===== config.mk =====
export PLATFORM = sky130hd
export DESIGN_NAME = srm_prep
export DESIGN_NICKNAME = d
export VERILOG_FILES = /design/src/hw/rtl/srm_pkg.sv /design/src/hw/rtl/srm_prep.sv
export SDC_FILE = /design/constraint.sdc
export NUM_CORES = 1
export LEC_CHECK = 0
export BUFFER_PORTS_ARGS = -buffer_cell sky130_fd_sc_hd__buf_2
export CAP_MARGIN = 20
export CELL_PAD_IN_SITES_DETAIL_PLACEMENT = 0
export CELL_PAD_IN_SITES_GLOBAL_PLACEMENT = 1
export CORE_MARGIN = 4
export CORE_UTILIZATION = 30
export DETAILED_ROUTE_END_ITERATION = 8
export HOLD_SLACK_MARGIN = 0.03
export PLACE_DENSITY_LB_ADDON = 0.05
export SLEW_MARGIN = 15
export SYNTH_ARGS = -nofsm -noshare
export SYNTH_HDL_FRONTEND = slang
export SYNTH_SLANG_ARGS = --single-unit

===== constraint.sdc =====
create_clock -name i_clk -period 9.7 [get_ports i_clk]
set_input_delay 0.97 -clock i_clk [delete_from_list [all_inputs] [get_ports i_clk]]
set_output_delay 0.97 -clock i_clk [all_outputs]
set_load 0.01 [all_outputs]

===== src/hw/rtl/srm_pkg.sv =====
`timescale 1ns / 1ps
// srm_pkg: shared types, widths and helpers of the strain rate magnitude core.
// No dependencies.
package srm_pkg;

    localparam int GW     = 32;           // gradient entry width
    localparam int SW     = GW + 1;       // pair sum / difference width
    localparam int SQW    = 2 * GW + 1;   // square of a SW-bit magnitude
    localparam int ACCW   = SQW + 2;      // sum of three squares
    localparam int NW     = ACCW + 1;     // scaled radicand
    localparam int ROOT_W = GW;           // root width
    localparam int LANES  = 6;

    localparam logic [1:0] DIM_2D = 2'd2;
    localparam logic [1:0] DIM_3D = 2'd3;

    // lanes: off-diagonal pair sums, then diagonal differences
    localparam int L_S01 = 0;
    localparam int L_S02 = 1;
    localparam int L_S12 = 2;
    localparam int L_D01 = 3;
    localparam int L_D12 = 4;
    localparam int L_D20 = 5;

    // radicand bounds at or above which the root exceeds ROOT_W bits
    localparam logic [NW-1:0] SAT_2D = NW'(1) << (2 * ROOT_W);
    localparam logic [NW-1:0] SAT_3D = NW'(3) << (2 * ROOT_W);

    typedef struct packed {
        logic signed [GW-1:0] du_dx;
        logic signed [GW-1:0] du_dy;
        logic signed [GW-1:0] du_dz;
        logic signed [GW-1:0] dv_dx;
        logic signed [GW-1:0] dv_dy;
        logic signed [GW-1:0] dv_dz;
        logic signed [GW-1:0] dw_dx;
        logic signed [GW-1:0] dw_dy;
        logic signed [GW-1:0] dw_dz;
    } t_grad;

    typedef struct packed {
        logic [ROOT_W-1:0] magnitude;
        logic              saturated;
    } t_result;

    typedef struct packed {
        logic vld;
        logic dim3;
    } t_ctl;

    function automatic logic [SW-1:0] sx(input logic [GW-1:0] v);
        return {v[GW-1], v};
    endfunction

endpackage


===== src/hw/rtl/srm_prep.sv =====
`timescale 1ns / 1ps
// srm_prep: pair sums and diagonal differences of the gradient, then their magnitudes.
// Depends on srm_pkg.
module srm_prep import srm_pkg::*; (
    input  logic                     i_clk,
    input  logic                     i_rst_n,
    input  logic                     i_en,
    input  logic                     i_valid,
    input  logic                     i_dim3,
    input  t_grad                    i_grad,
    output t_ctl                     o_ctl,
    output logic [LANES-1:0][SW-1:0] o_mag
);

    logic [LANES-1:0][SW-1:0] n_a_val;
    logic [LANES-1:0][SW-1:0] r_a_val;
    t_ctl                     r_a_ctl;
    logic [LANES-1:0][SW-1:0] n_b_mag;
    logic [LANES-1:0][SW-1:0] r_b_mag;
    t_ctl                     r_b_ctl;

    // deviatoric part: in 3-D the diagonal enters only through pairwise differences
    always_comb begin
        n_a_val[L_S01] = sx(i_grad.du_dy) + sx(i_grad.dv_dx);
        n_a_val[L_S02] = sx(i_grad.du_dz) + sx(i_grad.dw_dx);
        n_a_val[L_S12] = sx(i_grad.dv_dz) + sx(i_grad.dw_dy);
        n_a_val[L_D01] = sx(i_grad.du_dx) - sx(i_grad.dv_dy);
        n_a_val[L_D12] = sx(i_grad.dv_dy) - sx(i_grad.dw_dz);
        n_a_val[L_D20] = sx(i_grad.dw_dz) - sx(i_grad.du_dx);
        if (!i_dim3) begin
            n_a_val[L_S02] = '0;
            n_a_val[L_S12] = '0;
            n_a_val[L_D12] = '0;
            n_a_val[L_D20] = '0;
        end
    end

    always_comb begin
        for (int i = 0; i < LANES; i++) begin
            n_b_mag[i] = r_a_val[i][SW-1] ? (SW'(0) - r_a_val[i]) : r_a_val[i];
        end
    end

    always_ff @(posedge i_clk) begin
        if (!i_rst_n) begin
            r_a_ctl <= '0;
            r_b_ctl <= '0;
        end else if (i_en) begin
            r_a_ctl <= '{vld: i_valid, dim3: i_dim3};
            r_b_ctl <= r_a_ctl;
        end
    end

    always_ff @(posedge i_clk) begin
        if (i_en) begin
            r_a_val <= n_a_val;
            r_b_mag <= n_b_mag;
        end
    end

    assign o_ctl = r_b_ctl;
    assign o_mag = r_b_mag;

endmodule


; Yosys cells after proc, flatten, opt, wreduce, memory -nomap -nowiden
; Cells that the tools add are included.
[op_classes]
n_mux = 6
addsub = 12
[ops]
columns = operator, n
row1 = "subtractor 1 x 33 -> 33 bit, first input constant", 6
row2 = 2-to-1 mux 32 bit, 6
row3 = adder 32 x 32 -> 33 bit, 3
row4 = subtractor 32 x 32 -> 33 bit, 3
[word_totals]
output_inout_bits = 200
elab_cells = 40
regBits = 400
input_bits = 293

; Logic depth before layout (Yosys ltp)
; Gate-level depths: netlist of the first run.
[logic_depth]
ltp_word = 2
ltp_mapped = 12
ltp_nobuf = 12

; Least setup slack after synthesis of the first run
; No wires, ideal clock.
[synth_path]
kind = in2reg
start = input i_grad[64] (netlist name)
end = register r_a_val[61] (netlist name) (data pin)
stages = 11
setup_ns = 0.260
t_arrival_ns = 3.585
slack_ns = 5.855
path_buffers = 0
path_cell_list = ha_1 fa_1 a21o_1 a21oi_1 o21ai_0 a211o_1 a311o_1 a31o_2 a311o_1 a21oi_1 mux2i_1
[synth_via]
elab_chain_cells = 1
[synth_rtl]
columns = item, line_no
row1 = from (decl), srm_prep.sv:10  ; input t_grad i_grad,
row2 = adder 32 x 32 -> 33 bit, srm_prep.sv:25  ; n_a_val[L_S02] = sx(i_grad.du_dz) + sx(i_grad.dw_dx);
row3 = to (signal assigned), srm_prep.sv:56  ; r_a_val <= n_a_val;
row4 = to (decl), srm_prep.sv:16  ; logic [LANES-1:0][SW-1:0] r_a_val;
; No other way between the ends.
; A chain may end at the register's enable or synchronous reset.

; Worst setup path after layout of the first run
[layout_path]
start = input i_grad[32] (netlist name)
end = register r_a_val[98] (netlist name) (data pin)
[layout_via]
elab_chain_cells = 1
[layout_rtl]
columns = item, line_no
row1 = adder 32 x 32 -> 33 bit, srm_prep.sv:26  ; n_a_val[L_S12] = sx(i_grad.dv_dz) + sx(i_grad.dw_dy);
; No other way between the ends.

==> reports/qor.txt, run 1 <==
outcome: finished, final reports clean
via count: 21720
Syn Nets: 3137
CTS root buf: clkbuf_16
Final Max Tran Viols: 0
worst-margin pin slew: 1037 ps
initial antenna violation count: 16
Tmin final: 4168 ps
crit path to: r_a_val[98]$_SDFFCE_PN0P_
clock skew: 17.09 ps
ys async rst share: 0
Distinct cells, synth: 64
Initial Util: 0.3031
Via-to-Cell Ratio: 5.015
Final Cell Area: 32170 sq um
FMAX: 239.9 MHz
number of flops mapped to enable cells by yosys: 396
DRC viols: 0
CTS Buffer Depth: 3
Total Routing Usage GR: 0.1813
Seq/Total Area, Yosys: 0.4463
H-tree level count: 2
Hold Crit Class: reg2reg
IO buf count: 492
R2R depth: 9
die height: 307.0 um
Die Width: 307.0 um
RD Place Congestion: 0.8892
first-pass GRT wire length: 132.6 mm
wire per inst: 20.52 um
CP Launch Point: i_grad[32]
FF-to-FF End: o_mag[96]$_DFFE_PP_
Post-Route WL: 88.85 mm
# rows: 109
WS Path Type: in2reg
DP HPWL: 72.45 mm
final setup TNS: 0 ps
Cell Pwr Density: 175.1 nW/um^2
TritonRoute pass-1 iters: 5
clk_lat worst skew: 590 ps
initial drt markers: 1209
origin of the critical flop-to-flop path: r_a_val[70]$_SDFFCE_PN0P_
layout cell share with drive strength beyond 1: 0.1885
Ys Warns: 0
Area growth syn-to-layout: 19.93%
r2r setup slk: 5710 ps
fin nets: 3612
Register Area: 11970 sq um
unrepaired setup endpoints after global routing: no
worst hold start: r_a_val[165]$_SDFFCE_PN0P_
largest net degree at the start of global routing: 157
leading cell type in the layout, fill and taps excluded: buf_2
cts bufs inserted: 51
Util after Layout: 0.3635
commonest cells after routing, fill and taps aside: buf_2 (491), edfxtp_1 (396), xnor2_1 (246), ha_1 (198), nor2_1 (193)
WP data required: 10060 ps
Multi-input gate area: 13980 sq um
clock slew at reported path FFs: 60 ps
Synth Instances: 2640
worst vdd ir: 0.1201 mV
post-detailed-route count of antenna-violating nets: 0
Leak: 13.21 nW
# resized after CTS: 0
final period utilization: 0.4297
synthesized area: 26830 sq um
Max Cap Viol: 0
Most used DFF post-synth: edfxtp_1
largest fanout on the critical path: 5
filler instances: 8982
boundary pin count: 493
synthesized flop and latch total: 400
via count of the first global-routing pass: 21690
CTS tree: yes
DIE AREA: 94270 sq um
Sink Count: 400
CORE AREA: 88510 sq um
CP arrival: 4530 ps
hold buffers post-CTS: 0
final setup fails: 0
global route total overflow: 0
Rel. slew slack: 0.3085
Setup crit end kind: flip-flop
Setup Buffers After CTS: 0
Final Hold Fails: 0
Avg Cell Area, Syn: 10.16 sq um
Startpoint Class: input pin
placed cell area: 30540 sq um
-- cells in the mapped netlist, types with 44 or more instances --
library cell | count | share of area
o21ai_0 | 169 | 0.032
o31ai_1 | 62 | 0.017
nand3_1 | 44 | 0.0082
xnor2_1 | 246 | 0.080
a21oi_1 | 168 | 0.031
inv_1 | 154 | 0.022
nor2b_1 | 49 | 0.011
edfxtp_1 | 396 | 0.44
nand2_1 | 180 | 0.025
a21o_1 | 102 | 0.029
ha_1 | 198 | 0.092
xor2_1 | 78 | 0.025
nor2_1 | 193 | 0.027
clkbuf_1 | 77 | 0.011
nor3_1 | 50 | 0.0093
-- worst min path at each step --
stage	to	slack [ps]	depth (start not counted)
2_1_floorplan	o_mag[165]$_DFFE_PP_	430	0
6_report	o_mag[165]$_DFFE_PP_	450	0
4_1_cts	o_mag[165]$_DFFE_PP_	450	0
3_3_place_gp	o_mag[165]$_DFFE_PP_	440	0
5_1_grt	o_mag[165]$_DFFE_PP_	490	0
3_5_place_dp	o_mag[165]$_DFFE_PP_	430	0
-- per-stage QoR --
step / setup WS [ps] / instances / hold slack, ps / power, W
CTS: 5690 / 4321 / 449.2 / 0.005743
detailed placement: 5033 / 4227 / 433.9 / 0.003867
floorplan: 5855 / 2640 / 426.4 / 0.003278
finish: 5532 / 4331 / 446.8 / 0.005633
global placement: 5163 / 4227 / 443.3 / 0.003864
global route: 5327 / 4325 / 487.9 / 0.005972
-- routing by layer --
metal	vias up	global-route usage	routed length (um)
met5	-	0	57
met4	10	0.04415	1947
met3	100	0.04001	5356
met2	551	0.3069	41990
met1	10290	0.2369	39500
li1	10760	-	-
-- power by group --
part           internal, W  leakage [nW]  switching [W]
combinational     0.000587          8.52       0.000826
sequential         0.00224          3.90       0.000163
clock              0.00107         0.790       0.000746
total              0.00390          13.2        0.00173
-- cell families after synthesis --
kind of cell,Yosys count,synth area share
AO/OA/AOI/OAI,718,0.1729
XOR/XNOR,324,0.1058
adder cells (fa/ha/maj),204,0.09683
buffers and inverters,232,0.03246
flip-flops,400,0.4463
multiplexers,19,0.007089
AND/OR/NAND/NOR,743,0.1387
-- layout make-up --
type | count | share of cell area
inverter | 154 | 0.01801
antenna | 10 | 0.0007778
clock inverter | 32 | 0.007817
sequential | 400 | 0.3721
timing repair buffer | 500 | 0.07910
clock buffer | 62 | 0.04227
tap | 1165 | 0.04531
multi-input combinational | 2008 | 0.4346
-- critical path, cell delays in order --
cell,delay [ps]
buf_2,110
ha_1,220
fa_1,410
a21oi_1,220
o21bai_1,140
nor3_1,420
o31ai_1,230
a32o_1,330
a211oi_1,800
o21ai_0,320
a311oi_1,370
-- registers in the layout (all words and copies together) (netlist names) --
register and count:
o_mag 198, r_a_val 198, o_ctl 2, r_a_ctl 2
Power figures use the tool's default switching activity.
==> run 2, diff against run 1 <==
- ABC_AREA: not set -> 1
- clock period: 9.7 -> 3.4 ns (I/O delays scaled with it)
==> reports/qor.txt, run 2 <==
WP data required: 3770 ps (-6290 ps)
r2r setup slk: 1260 ps (-4450 ps)
Startpoint Class: input pin
H-tree level count: 2 (unchanged)
unrepaired setup endpoints after global routing: no
Area growth syn-to-layout: 18.75%
clock skew: 44.04 ps (+26.96 ps)
synthesized area: 32490 sq um (+21%)
DP HPWL: 101.4 mm (+40%)
wire per inst: 17.88 um (-13%)
Tmin final: 2166 ps
CP arrival: 2530 ps (-2000 ps)
DIE AREA: 113600 sq um (+21%)
Max Cap Viol: 0 (unchanged)
Synth Instances: 4685 (+77%)
Total Routing Usage GR: 0.2052 (+0.02388)
synthesized flop and latch total: 400 (unchanged)
clock slew at reported path FFs: 50 ps (about the same)
Hold Path Depth: 2 (+2)
layout cell share with drive strength beyond 1: 0.1277 (-0.06080)
Hold WS: 87.94 ps (-358.8 ps)
Final Max Tran Viols: 0 (unchanged)
synth cell count leaders: nand2_1 (1498), inv_1 (892), nor2_1 (477)
cts bufs inserted: 52 (+2.0%)
fin nets: 5720 (+58%)
via count of the first global-routing pass: 29160 (+34%)
Most used DFF post-synth: edfxtp_1
most instantiated library cell after synthesis: nand2_1
met2 WL: 53.92 mm (+28%)
IO buf count: 492 (unchanged)
boundary pin count: 493 (unchanged)
Synth area leader: edfxtp_1
initial drt markers: 1758 (+45%)
post-detailed-route count of antenna-violating nets: 0 (unchanged)
worst hold start: i_grad[225]
CTS root buf: clkbuf_16
global route total overflow: 0 (unchanged)
largest net degree at the start of global routing: 119 (-24%)
TritonRoute pass-1 iters: 5 (unchanged)
FMAX: 461.6 MHz
Syn Nets: 5182 (+65%)
Setup crit end kind: flip-flop
Die Width: 337.1 um (+9.8%)
R2R depth: 6 (-3)
Leak: 19.94 nW (+51%)
Sink Count: 400 (unchanged)
top post-synthesis cells by area: edfxtp_1 (37%), nand2_1 (17%), inv_1 (10%), ha_1 (7.6%), nor2_1 (5.5%)
WHS Endpoint: r_a_val[1]$_DFFE_PP_
Ys Warns: 0 (unchanged)
fraction of post-synthesis cell area in the top cell type by area: 0.3659 (-0.07734)
routed wl met3: 7.264 mm (+36%)
FF-to-FF End: o_mag[130]$_DFFE_PP_
placed cells: 6567 (+55%)
Distinct cells, synth: 44 (-31%)
initial antenna violation count: 14 (-2)
via count: 30210 (+39%)
CTS tree: yes
Cell Pwr Density: 449.3 nW/um^2 (+160%)
Via-to-Cell Ratio: 4.528 (-9.7%)
# rows: 120 (+10%)
worst vdd ir: 0.3622 mV (+200%)
leading cell type in the layout, fill and taps excluded: nand2_1
DRC viols: 0 (unchanged)
outcome: finished, final reports clean
CORE AREA: 107400 sq um (+21%)
WS Path Type: in2reg
Seq/Total Area, Yosys: 0.3684 (-0.07786)
Final Total Pwr: 0.01734 W (+210%)
non-filler cells, final: 6672 (+54%)
Post-Route WL: 119.3 mm (+34%)
RD Place Congestion: 0.8831 (-0.69%)
final setup fails: 0 (unchanged)
Hold Crit Class: in2reg
M1 wire length: 55.40 mm (+40%)
final setup TNS: 0 ps (unchanged)
CTS Buffer Depth: 3 (unchanged)
Util after Layout: 0.3595 (-0.004043)
commonest cells after routing, fill and taps aside: nand2_1 (1498), inv_1 (892), buf_2 (490), nor2_1 (477), edfxtp_1 (396)
Initial Util: 0.3027 (-0.0003851)
Rel. slew slack: 0.3244 (+0.01593)
die height: 337.1 um (+9.8%)
Final Hold Fails: 0 (unchanged)
number of flops mapped to enable cells by yosys: 396 (unchanged)
worst-margin pin slew: 1012 ps (-25.00 ps)
clk_lat worst skew: 650 ps (+60 ps)
ys async rst share: 0 (unchanged)
origin of the critical flop-to-flop path: r_a_val[123]$_DFFE_PP_
largest fanout on the critical path: 3 (-2)
# resized after CTS: 0 (unchanged)
first-pass GRT wire length: 177.1 mm (+34%)
final period utilization: 0.6372
Avg Cell Area, Syn: 6.936 sq um (-32%)
Max Used Layer: met5
run 2: cell families (layout without fill, tap and decap cells):
kind of cell	after synthesis	after routing	share of synthesized area
buffers and inverters	956	1532	0.1114
flip-flops	400	400	0.3684
other	0	8	0
AND/OR/NAND/NOR	2461	2461	0.3115
adder cells (fa/ha/maj)	204	204	0.07994
AO/OA/AOI/OAI	470	470	0.07651
XOR/XNOR	194	194	0.05229
run 2: through the flow:
stage / cell area, sq um / setup WS (ps)
after CTS: 38570 / 1267
after global placement: 36800 / 848.5
after detailed placement: 36800 / 836.5
after floorplan: 32490 / 1454
after global routing: 38570 / 1039
final: 38590 / 1234
run 2: layout make-up:
cell class | instances | area, sq um
fill | 11730 | 68760
multi-input combinational | 3329 | 16900
sequential | 400 | 11970
inverter | 923 | 3465
timing repair buffer | 517 | 2750
tap | 1403 | 1755
clock buffer | 58 | 1345
clock inverter | 34 | 377.9
antenna | 8 | 20.02
run 2: timing repair:
action	4_1_cts	5_1_grt
endpoints found under the hold margin	5	0
endpoints found under the setup margin	0	0
hold buffers	5	0
buffers inserted	0	0
run 2: worst max path at each step:
stage	from	endpoint	slack (ps)
3_3_place_gp	i_grad[128]	r_a_val[131]$_DFFE_PP_	850
4_1_cts	i_grad[224]	r_a_val[30]$_DFFE_PP_	1270
2_1_floorplan	i_grad[0]	r_a_val[197]$_SDFFCE_PN0P_	1450
5_1_grt	i_grad[224]	r_a_val[28]$_DFFE_PP_	1040
3_5_place_dp	i_grad[128]	r_a_val[131]$_DFFE_PP_	840
6_report	i_grad[224]	r_a_val[30]$_DFFE_PP_	1230
run 2: metal layers:
metal | vias up | global-route usage
li1 | 15920 | -
met1 | 13490 | 0.2786
met2 | 675 | 0.3391
met3 | 115 | 0.03778
met4 | 10 | 0.04853
met5 | - | 0
run 2: report_power, final:
part,internal [W],switching [W],leakage [nW]
clock,0.00338,0.00228,0.844
combinational,0.00163,0.00330,15.2
sequential,0.00634,0.000408,3.90
run 2: critical path, stage by stage:
cell and delay (ps):
dlygate4sd3_1 530, buf_2 120, ha_1 200, fa_1 410
nand3_1 100, nand2_1 100, nand2_1 70, nand2_1 90
nand3_1 90, nand2_1 160, nand2_1 150, nand2_1 60
nand2_1 50, nand2_1 60
